--- config.mk ---
export PLATFORM = sky130hd
export DESIGN_NAME = ttl_lru_id_cache_unit
export DESIGN_NICKNAME = d
export VERILOG_FILES = /design/src/tlc_pkg.sv /design/src/tlc_datapath.sv /design/src/tlc_ctrl.sv /design/src/ttl_lru_id_cache_unit.sv
export SDC_FILE = /design/constraint.sdc
export NUM_CORES = 2
export LEC_CHECK = 0
export BUFFER_PORTS_ARGS = -buffer_cell sky130_fd_sc_hd__buf_2
export CAP_MARGIN = 20
export CORE_MARGIN = 3
export CORE_UTILIZATION = 57
export CTS_CLUSTER_DIAMETER = 60
export DETAILED_ROUTE_END_ITERATION = 8
export GPL_ROUTABILITY_DRIVEN = 0
export PLACE_DENSITY = 0.81
export SYNTH_ARGS = -nofsm -noshare
export SYNTH_HDL_FRONTEND = slang
export SYNTH_SLANG_ARGS = --single-unit
--- constraint.sdc ---
create_clock -name i_clk -period 15.1 [get_ports i_clk]
set_input_delay 0.755 -clock i_clk [delete_from_list [all_inputs] [get_ports i_clk]]
set_output_delay 0.755 -clock i_clk [all_outputs]
set_load 0.02 [all_outputs]
--- src/tlc_pkg.sv ---
`timescale 1ns / 1ps
package tlc_pkg;

    localparam int TABLE_DEPTH    = 16;
    localparam int IDX_W          = $clog2(TABLE_DEPTH);
    localparam int CNT_W          = $clog2(TABLE_DEPTH + 1);
    localparam logic [31:0] CHECK_INTERVAL = 32'd5;
    localparam logic [31:0] INVALID_KEY    = 32'hFFFF_FFFF;

    localparam logic [1:0] OP_ADD    = 2'd0;
    localparam logic [1:0] OP_LOOKUP = 2'd1;
    localparam logic [1:0] OP_CHECK  = 2'd2;

    localparam logic [1:0] ST_OK      = 2'd0;
    localparam logic [1:0] ST_INVALID = 2'd1;
    localparam logic [1:0] ST_FULL    = 2'd2;

    localparam logic [0:0] REG_TTL = 1'b0;
    localparam logic [0:0] REG_MAX = 1'b1;

    typedef struct packed {
        logic [1:0]  op;
        logic [31:0] key_id;
        logic [63:0] name_code;
        logic [31:0] now;
    } t_in;

    typedef struct packed {
        logic [1:0]  status;
        logic        was_hit;
        logic [63:0] name_out;
        logic        name_changed;
        logic        maintained;
        logic [4:0]  entry_count;
        logic [31:0] hit_total;
        logic [31:0] miss_total;
    } t_out;

    typedef enum logic [2:0] {
        S_IDLE,
        S_SEARCH,
        S_DECIDE,
        S_MAINT,
        S_EVICT,
        S_DONE
    } t_state;

    // controller -> datapath
    typedef struct packed {
        logic load;
        logic search_step;
        logic decide;
        logic maint_step;
        logic evict;
        logic finish;
    } t_cmd;

    // datapath -> controller
    typedef struct packed {
        logic scan_last;
        logic run_maint;
    } t_stat;

endpackage

--- src/tlc_datapath.sv ---
`timescale 1ns / 1ps
module tlc_datapath (
    input  logic           i_clk,
    input  logic           i_rst_n,
    input  tlc_pkg::t_cmd  i_cmd,
    output tlc_pkg::t_stat o_stat,
    input  tlc_pkg::t_in   i_item,
    input  logic [15:0]    i_ttl,
    input  logic [3:0]     i_max,
    output tlc_pkg::t_out  o_res
);
    import tlc_pkg::*;

    logic [TABLE_DEPTH-1:0] r_valid;
    logic [31:0] r_key      [TABLE_DEPTH];
    logic [63:0] r_name     [TABLE_DEPTH];
    logic [31:0] r_created  [TABLE_DEPTH];
    logic [31:0] r_accessed [TABLE_DEPTH];

    t_in          r_item;
    logic [IDX_W-1:0] r_idx;
    logic         r_found, r_free_ok;
    logic [IDX_W-1:0] r_hit_slot, r_free_slot;
    logic         r_victim_ok;
    logic [IDX_W-1:0] r_victim;
    logic [31:0]  r_victim_age;
    logic [CNT_W-1:0] r_surv;
    logic         r_run_maint;
    logic [31:0]  r_last_check, r_hits, r_misses;
    t_out         r_res;

    logic [31:0]  age_created, age_access;
    logic [CNT_W-1:0] cnt;

    assign age_created = r_item.now - r_created[r_idx];
    assign age_access  = r_item.now - r_accessed[r_idx];

    always_comb begin
        cnt = '0;
        for (int i = 0; i < TABLE_DEPTH; i++) cnt = cnt + CNT_W'(r_valid[i]);
    end

    assign o_stat.scan_last = (r_idx == IDX_W'(TABLE_DEPTH - 1));
    assign o_stat.run_maint = r_run_maint;
    assign o_res = r_res;

    always_ff @(posedge i_clk) begin
        if (!i_rst_n) begin
            r_valid      <= '0;
            r_last_check <= '0;
            r_hits       <= '0;
            r_misses     <= '0;
            r_run_maint  <= 1'b0;
            r_idx        <= '0;
        end else begin
            if (i_cmd.load) begin
                r_item      <= i_item;
                r_idx       <= '0;
                r_found     <= 1'b0;
                r_free_ok   <= 1'b0;
                r_run_maint <= 1'b0;
                r_res       <= '0;
            end
            if (i_cmd.search_step) begin
                if (r_valid[r_idx] && r_key[r_idx] == r_item.key_id && !r_found) begin
                    r_found    <= 1'b1;
                    r_hit_slot <= r_idx;
                end
                if (!r_valid[r_idx] && !r_free_ok) begin
                    r_free_ok   <= 1'b1;
                    r_free_slot <= r_idx;
                end
                r_idx <= r_idx + 1'b1;
            end
            if (i_cmd.decide) begin
                r_idx        <= '0;
                r_victim_ok  <= 1'b0;
                r_victim_age <= '0;
                r_surv       <= '0;
                case (r_item.op)
                    OP_ADD: begin
                        if (r_item.key_id == INVALID_KEY || r_item.name_code == '0) begin
                            r_res.status <= ST_INVALID;
                        end else if (r_found) begin
                            r_res.was_hit      <= 1'b1;
                            r_res.name_changed <= r_name[r_hit_slot] != r_item.name_code;
                            r_name[r_hit_slot]     <= r_item.name_code;
                            r_created[r_hit_slot]  <= r_item.now;
                            r_accessed[r_hit_slot] <= r_item.now;
                            r_res.name_out <= r_item.name_code;
                        end else if (r_free_ok) begin
                            r_valid[r_free_slot]    <= 1'b1;
                            r_key[r_free_slot]      <= r_item.key_id;
                            r_name[r_free_slot]     <= r_item.name_code;
                            r_created[r_free_slot]  <= r_item.now;
                            r_accessed[r_free_slot] <= r_item.now;
                            r_res.name_out <= r_item.name_code;
                        end else begin
                            r_res.status <= ST_FULL;
                        end
                    end
                    OP_LOOKUP: begin
                        if (r_item.key_id == INVALID_KEY) begin
                            r_res.status <= ST_INVALID;
                        end else if (r_found) begin
                            r_res.was_hit <= 1'b1;
                            r_hits <= r_hits + 32'd1;
                            if (r_item.now - r_created[r_hit_slot] >= {16'd0, i_ttl}) begin
                                if (r_item.name_code == '0) begin
                                    r_res.status <= ST_INVALID;
                                end else begin
                                    r_res.name_changed <=
                                        r_name[r_hit_slot] != r_item.name_code;
                                    r_name[r_hit_slot]     <= r_item.name_code;
                                    r_created[r_hit_slot]  <= r_item.now;
                                    r_accessed[r_hit_slot] <= r_item.now;
                                    r_res.name_out <= r_item.name_code;
                                    r_run_maint    <= 1'b1;
                                end
                            end else begin
                                r_accessed[r_hit_slot] <= r_item.now;
                                r_res.name_out <= r_name[r_hit_slot];
                                r_run_maint    <= 1'b1;
                            end
                        end else begin
                            r_misses <= r_misses + 32'd1;
                            if (r_item.name_code == '0) begin
                                r_res.status <= ST_INVALID;
                            end else if (r_free_ok) begin
                                r_valid[r_free_slot]    <= 1'b1;
                                r_key[r_free_slot]      <= r_item.key_id;
                                r_name[r_free_slot]     <= r_item.name_code;
                                r_created[r_free_slot]  <= r_item.now;
                                r_accessed[r_free_slot] <= r_item.now;
                                r_res.name_out <= r_item.name_code;
                                r_run_maint    <= 1'b1;
                            end else begin
                                r_res.status <= ST_FULL;
                            end
                        end
                    end
                    OP_CHECK: begin
                        if (r_item.now - r_last_check >= CHECK_INTERVAL) begin
                            r_res.maintained <= 1'b1;
                            r_last_check     <= r_item.now;
                            r_run_maint      <= 1'b1;
                        end
                    end
                    default: ;
                endcase
            end
            if (i_cmd.maint_step) begin
                if (r_valid[r_idx]) begin
                    if (age_created >= {16'd0, i_ttl}) begin
                        r_valid[r_idx] <= 1'b0;
                    end else begin
                        r_surv <= r_surv + 1'b1;
                        if (!r_victim_ok || age_access > r_victim_age) begin
                            r_victim_ok  <= 1'b1;
                            r_victim     <= r_idx;
                            r_victim_age <= age_access;
                        end
                    end
                end
                r_idx <= r_idx + 1'b1;
            end
            if (i_cmd.evict) begin
                if (r_victim_ok && r_surv > CNT_W'(i_max)) r_valid[r_victim] <= 1'b0;
            end
            if (i_cmd.finish) begin
                r_res.entry_count <= 5'(cnt);
                r_res.hit_total   <= r_hits;
                r_res.miss_total  <= r_misses;
            end
        end
    end

endmodule

--- src/tlc_ctrl.sv ---
`timescale 1ns / 1ps
module tlc_ctrl (
    input  logic           i_clk,
    input  logic           i_rst_n,
    input  logic           i_start,
    output logic           o_busy,
    output logic           o_done,
    output tlc_pkg::t_cmd  o_cmd,
    input  tlc_pkg::t_stat i_stat
);
    import tlc_pkg::*;

    t_state r_state, n_state;

    always_ff @(posedge i_clk) begin
        if (!i_rst_n) r_state <= S_IDLE;
        else          r_state <= n_state;
    end

    always_comb begin
        n_state = r_state;
        case (r_state)
            S_IDLE:   if (i_start) n_state = S_SEARCH;
            S_SEARCH: if (i_stat.scan_last) n_state = S_DECIDE;
            S_DECIDE: n_state = S_MAINT;
            S_MAINT: begin
                if (!i_stat.run_maint) n_state = S_DONE;
                else if (i_stat.scan_last) n_state = S_EVICT;
            end
            S_EVICT:  n_state = S_DONE;
            S_DONE:   n_state = S_IDLE;
            default:  n_state = S_IDLE;
        endcase
    end

    always_comb begin
        o_cmd  = '0;
        o_busy = r_state != S_IDLE;
        o_done = 1'b0;
        case (r_state)
            S_IDLE:   o_cmd.load = i_start;
            S_SEARCH: o_cmd.search_step = 1'b1;
            S_DECIDE: o_cmd.decide = 1'b1;
            S_MAINT:  o_cmd.maint_step = i_stat.run_maint;
            S_EVICT:  o_cmd.evict = 1'b1;
            S_DONE:   o_cmd.finish = 1'b1;
            default:  ;
        endcase
        o_done = (r_state == S_DONE);
    end

endmodule

--- src/ttl_lru_id_cache_unit.sv ---
`timescale 1ns / 1ps
// TTL id cache with LRU eviction, 16 slots.
// Command channel: i_item is taken when start is high and busy is low.
// Each command yields exactly one result beat on o_res, flagged by o_valid
// for one cycle; the receiver cannot stall and must take it then.
// Sequence: a search scan over all slots, then a decide step; then, for
// lookups and checks that run maintenance, a maintenance scan over all slots
// and an evict step, otherwise a pass-through state; then a done state
// latches the result, and the beat appears the cycle after that.
// Busy stays high meanwhile and drops in the beat cycle, so a new command
// can be taken then. One command at a time.
// Config: i_cfg_we writes register i_cfg_addr (0 ttl, 1 max entries) at
// once; write only while busy is low and no beat is pending.
// Reset (sync, active low) clears all valid bits, counters, the last
// check time and reloads ttl 600, max entries 12.
module ttl_lru_id_cache_unit (
    input  logic          i_clk,
    input  logic          i_rst_n,
    input  logic          start,
    output logic          busy,
    input  tlc_pkg::t_in  i_item,
    output logic          o_valid,
    output tlc_pkg::t_out o_res,
    input  logic          i_cfg_we,
    input  logic [0:0]    i_cfg_addr,
    input  logic [15:0]   i_cfg_data
);
    import tlc_pkg::*;

    logic [15:0] r_ttl;
    logic [3:0]  r_max;
    logic        r_valid;
    logic        done;
    t_cmd        cmd;
    t_stat       stat;

    always_ff @(posedge i_clk) begin
        if (!i_rst_n) begin
            r_ttl   <= 16'd600;
            r_max   <= 4'd12;
            r_valid <= 1'b0;
        end else begin
            r_valid <= done;
            if (i_cfg_we) begin
                case (i_cfg_addr)
                    REG_TTL: r_ttl <= i_cfg_data;
                    REG_MAX: r_max <= i_cfg_data[3:0];
                    default: ;
                endcase
            end
        end
    end

    assign o_valid = r_valid;

    tlc_ctrl u_ctrl (
        .i_clk   (i_clk),
        .i_rst_n (i_rst_n),
        .i_start (start),
        .o_busy  (busy),
        .o_done  (done),
        .o_cmd   (cmd),
        .i_stat  (stat)
    );

    tlc_datapath u_dp (
        .i_clk   (i_clk),
        .i_rst_n (i_rst_n),
        .i_cmd   (cmd),
        .o_stat  (stat),
        .i_item  (i_item),
        .i_ttl   (r_ttl),
        .i_max   (r_max),
        .o_res   (o_res)
    );

endmodule

* Yosys cells after proc, flatten, opt, wreduce, memory -nomap -nowiden
Memory sizes are Yosys's and may differ from the RTL's. A register that Yosys moved wholly into a read port is not among the register bits.
Cells that the tools add are included.
W data, S select, Z words.
** Storage, ports and cells
- Flip-flop bits (word level) :: 461
- Bits in writable memories :: 2560
- Bits of input ports :: 151
- Output and inout port bits :: 140
- Memories :: 4
** Memory list
- u_dp.r_name :: words 16, bits a word 64, read ports 1, clocked after Yosys merged registers in 1, write ports 1, line tlc_datapath.sv:16 : logic [63:0] r_name [TABLE_DEPTH];
- u_dp.r_accessed :: words 16, bits a word 32, read ports 1, clocked after Yosys merged registers in 1, write ports 1, line tlc_datapath.sv:18 : logic [31:0] r_accessed [TABLE_DEPTH];
- u_dp.r_created :: words 16, bits a word 32, read ports 2, clocked after Yosys merged registers in 2, write ports 1, line tlc_datapath.sv:17 : logic [31:0] r_created [TABLE_DEPTH];
- u_dp.r_key :: words 16, bits a word 32, read ports 1, clocked after Yosys merged registers in 1, write ports 1, line tlc_datapath.sv:15 : logic [31:0] r_key [TABLE_DEPTH];
** Cells by class
- Add/subtract/negate cells :: 23
- Order comparisons :: 11
- Eq/ne operators :: 14
- Multiplexer cells :: 154
- Bitwise logic cells :: 17
- Reduce and logical (&&, ||, !) cells :: 33
** Operators with widths (number)
- $mux W64 :: 8
- $mux W32 :: 13
- $mux W16 :: 14
- $mux W138 :: 1
- $mux W69 :: 2
- $pmux W68 S2 :: 1
- $mux W66 :: 2
- $sub A32 B32 Y32 :: 4
- $mux W1 :: 74
- $add A5 B1 Y5 :: 14
- $mux W65 :: 1
- $add A32 B1 Y32 const B :: 2
- $ge A32 B16 Y1 :: 2
- $logic_not A64 Y1 :: 1
- $ne A64 B64 Y1 :: 1
- $reduce_or A32 Y1 :: 2
- $reduce_or A64 Y1 :: 1
- $mux W4 :: 15
- $and A16 B16 Y16 :: 2
- $eq A32 B32 Y1 :: 1
- $eq A32 B32 Y1 const B :: 1
- $ge A32 B3 Y1 const B :: 1
- $gt A32 B32 Y1 :: 1
- $not A16 Y16 :: 2
- other kinds (37) :: 86

* Logic depth before layout (Yosys ltp)
- Depth in word-level cells :: 20
- Mapped depth :: 34
- Mapped depth without buffers :: 26

* Cells and area by module
Synthesis repeated with hierarchy kept, for this count alone.
** Unflattened totals
- Cell total of the unflattened synthesis :: 7648
- Area total of the unflattened synthesis :: 132910.0 um2
** By module, submodules not included
- tlc_datapath :: times used 1, cells an instance 7534, area an instance 131859.0 um2, seq. area each 88985.3 um2
- ttl_lru_id_cache_unit :: times used 1, cells an instance 89, area an instance 845.8 um2, seq. area each 420.4 um2
- tlc_ctrl :: times used 1, cells an instance 25, area an instance 205.2 um2, seq. area each 60.1 um2

* Worst setup path after synthesis
OpenSTA, ideal clock, no wires.
- Path kind :: reg2reg
- Start :: register with a tool-made name
- End :: memory u_dp.r_created[10][0] (enable)
- Library setup time :: 0.693 ns
- Arrival time :: 13.572 ns
- Data required time :: 14.407 ns
- Path slack :: 0.835 ns
- Cell stages (with the launch flop) :: 30
- Cells stage by stage :: dfxtp_1 > clkbuf_1 > clkbuf_1 > clkbuf_1 > buf_1 > buf_1 > mux4_2 > mux4_2 > ha_1 > fa_1 > nand2b_1 > a21o_1 > nand2_1 > or2_2 > a21oi_1 > o21ai_0 > a21oi_1 > xnor2_1 > ha_1 > o211ai_1 > a21oi_1 > a211oi_1 > nor3_1 > nor4_1 > and4_1 > nand4_1 > o21ai_0 > a211o_1 > clkbuf_1 > a211oi_1
** RTL lines (line)
- end, declared :: tlc_datapath.sv:17

==> metrics.yaml <==
synthesis:
  syn-num-nets: 7596
  ys_warn_count: 0
  synthArstFlopShare: 0
  synthAdderAreaFrac: 0.0220
  synth_edf_count: 2880
  ys_types: 81
  synth.most_common_cell: "edfxtp_1"
  ys_ff_latch: 3029
  yosys-top-cells-area: "edfxtp_1 (66%), mux4_2 (16%), dfxtp_1 (2.3%)"
  synth_mux_area_frac: 0.175
  yosysTopAreaCell: "edfxtp_1"
  synth-compound-area-share: 0.0467
  synth_top_family_by_area: "multiplexers"
  syn_area_per_cell_um2: 18.2
  post_synth_and_or_nand_nor_area_fraction: 0.0406
  ys.flop_type: "edfxtp_1"
  syn_area_um2: 131000
  synth_top_area_frac: 0.658
  ys_seq_area_frac: 0.681
  synthXorXnorAreaFrac: 0.0162
  synth_commonest_cells: "edfxtp_1 (2880), mux4_2 (960), nand2_1 (334)"
  netlist_instances: 7222
timing:
  rsz0062_at_grt: "no"
  post-route-period-util: 0.668
  drv_slew: 0
  min_period_ns: 10.09
  slew_headroom: 0.0630
  fin_skew_ns: 0.118
  setup_tns_ns: 0
  fmax_mhz: 99.1
  worstMarginPinSlew_ns: 1.41
  setup-violations-final: 0
  hold_violations: 0
power:
  ir_worst_vdd_mv: 0.152
  sw_frac_of_total: 0.218
  power_density_nw_per_um2: 122
  p_seq_frac: 0.512
  pwr-share-clk: 0.432
  p_int_mw: 14.2
  p_leak_nw: 48.9
  p_comb_frac: 0.056
  power.switching_mw: 3.95
critical_path:
  crit_buf_inv: 6
  critPathArrivalTime_ns: 10.64
  critPathKind: "register to register"
  path_max_fanout: 69
  critPathCaptureType: "register"
  crit_top_cell: "buf_4"
  rr_worst_depth: 21
  cp_cell_sequence: "buf_4 -> buf_4 -> mux4_2 -> mux4_2 -> inv_1 -> ha_1 -> nand2_1 -> nor2_1 -> nand3_1 -> or3_1 -> o21ai_0 -> mux2i_1 -> and4_1 -> nand4_1 -> o21ai_0 -> a211o_1 -> buf_4 -> o21a_1 -> nor2_4 -> buf_4 -> buf_4"
  reg2reg_slack_ns: 5.01
  rr_endpoint: "u_dp.r_created[11][15]"
  cp-endpoint: "u_dp.r_created[11][15]"
  cp.depth: 21
  crit_required_ns: 15.65
  max_stage_delay_ns: 0.91
  critPathLaunchType: "register"
  critPathTopFamily: "buffers and inverters"
  slowest_stage: "nor2_4"
clock_network:
  clock-root-buffer: "clkbuf_16"
  cts_tree: "yes"
  h-tree-depth: 5
  clockBufferDepth: 4
  cts.sinks: 3029
  cts_made_buffers: 324
  clk_latency_ns: 1.02
  cts.clk_slew.worst_paths_ns: 0.06
flow_run:
  cap_violations: 0
die:
  io_pins: 291
  core-area_um2: 228000
  rows: 175
  start_util: 0.575
  fp.dieW_um: 486
  die_height_um: 486
  die_area_um2: 236000
routing:
  drt.antenna.violating_nets: 0
  routedWlPerCell_um: 33.5
  drt-total-wl_mm: 369
  first_iter_violations: 12000
  num_vias: 77700
  drc: 0
  via_per_inst: 7.06
  drt-pass1-iter-count: 8
placement:
  portBuffers: 290
  dp_hpwl_mm: 198
global_route:
  grt_pass1_wl_mm: 540
  grtUsageTotal: 0.313
  grt_pass1_vias: 78800
  grt_overflow: 0
  grt_max_degree: 153
  antenna_found_initial: 18
layout:
  fin_util: 0.651
  drive_gt1_frac: 0.254
  layout.nets: 8132
  nFillCells: 14200
  area_delta_synth_final_pct: 13.3
min_path:
  hp-class: "primary input to register"
outcome:
  status: "finished, final reports clean"
==> per-layer routing <==
layer / vias to the layer above / share of wire / track usage
met1: 39200 / 0.34 / 0.408
met2: 6479 / 0.48 / 0.493
li1: 30700 / - / -
met4: 4 / 0.057 / 0.156
met3: 1307 / 0.13 / 0.0827
met5: - / 0.000076 / 0
==> timing repair <==
item / 4_1_cts / 5_1_grt
endpoints found under the hold margin: 116 / 0
setup buffers: 0 / 0
resized for setup: 0 / 0
hold buffers: 116 / 0
==> worst reg2reg max path, delay by kind of cell, from the launching register on <==
kind                     cells  cell delay [ns]
buffers and inverters        6             3.72
AND/OR/NAND/NOR              7             2.38
AO/OA/AOI/OAI                4             1.25
multiplexers                 3             1.15
flip-flops                   1             0.86
adder cells (fa/ha/maj)      1             0.29
==> flip-flops by register name (all words and copies together), names as in the netlist, 32 cells and up, named ones only <==
register / flops
u_dp.r_key: 512
u_dp.r_accessed: 512
u_dp.r_item: 130
u_dp.r_created: 512
u_dp.r_victim_age: 32
u_dp.r_name: 1024
u_dp.r_last_check: 32
u_dp.r_hits: 32
u_dp.r_misses: 32
u_dp.o_res: 138
==> worst min path at each step <==
stage	from	to	slack, ns	cells past startpoint
global route	i_item[122]	u_dp.r_item[122]	0.03	1
detailed placement	r_ttl[5]	r_ttl[5]	0.45	2
finish	i_item[41]	u_dp.r_item[41]	0.03	1
CTS	i_cfg_data[5]	r_ttl[5]	0.002	3
floorplan	r_max[1]	r_max[1]	0.44	2
global placement	r_ttl[5]	r_ttl[5]	0.45	2
==> per-stage QoR <==
stage | std cells | hold slack [ns] | area [µm²] | power [mW] | setup WS, ns
after detailed placement | 10300 | 0.448 | 137000 | 10.4 | 5.43
after floorplan | 7222 | 0.436 | 131000 | 10.1 | 0.835
after global routing | 11000 | 0.0260 | 149000 | 18.6 | 4.75
after CTS | 11000 | 0.00158 | 149000 | 18.2 | 5.21
final | 11000 | 0.0342 | 149000 | 18.1 | 5.01
after global placement | 10300 | 0.448 | 137000 | 10.4 | 5.52
==> cell usage in the layout (no fill, tap or decap), drive strengths merged, types with 71 or more instances in the layout <==
cell,Yosys,layout
a21oi,174,174
nand2,334,334
and3,88,88
nor3,71,71
inv,250,263
nand3,106,106
nor2,253,253
ha,209,209
mux4,961,961
xnor2,163,163
mux2i,79,79
clkbuf,271,389
o21ai,207,207
edfxtp,2880,2880
xor2,79,79
o21bai,79,79
dfxtp,149,149
buf,115,480
clkinv,0,115
nand4,77,77
dlygate4sd3,0,116
==> cells by family after synthesis <==
kind of cell | Yosys count
mux | 1075
fa+ha+maj | 223
simple gates | 1110
xor+xnor | 242
buf+inv | 636
flops | 3029
compound gates | 907
==> power by group through the flow <==
stage | clock (mW) | combinational, mW | sequential (mW)
floorplan | 0 | 0.636 | 9.46
global placement | 0 | 0.937 | 9.45
detailed placement | 0 | 0.965 | 9.46
CTS | 7.89 | 1.01 | 9.28
global route | 8.22 | 1.10 | 9.28
finish | 7.84 | 1.02 | 9.28
==> final cells by class <==
cell class,count,area (µm²),area share
Timing Repair Buffer,596,4250,0.0286
Multi-Input combinational cell,3557,40000,0.269
Antenna cell,14,35.0,0.000236
Sequential cell,3029,89500,0.602
Clock inverter,171,1660,0.0111
Clock buffer,389,8650,0.0581
Tap cell,3009,3760,0.0253
Inverter,250,941,0.00633
(Power assumes the default switching activity.)
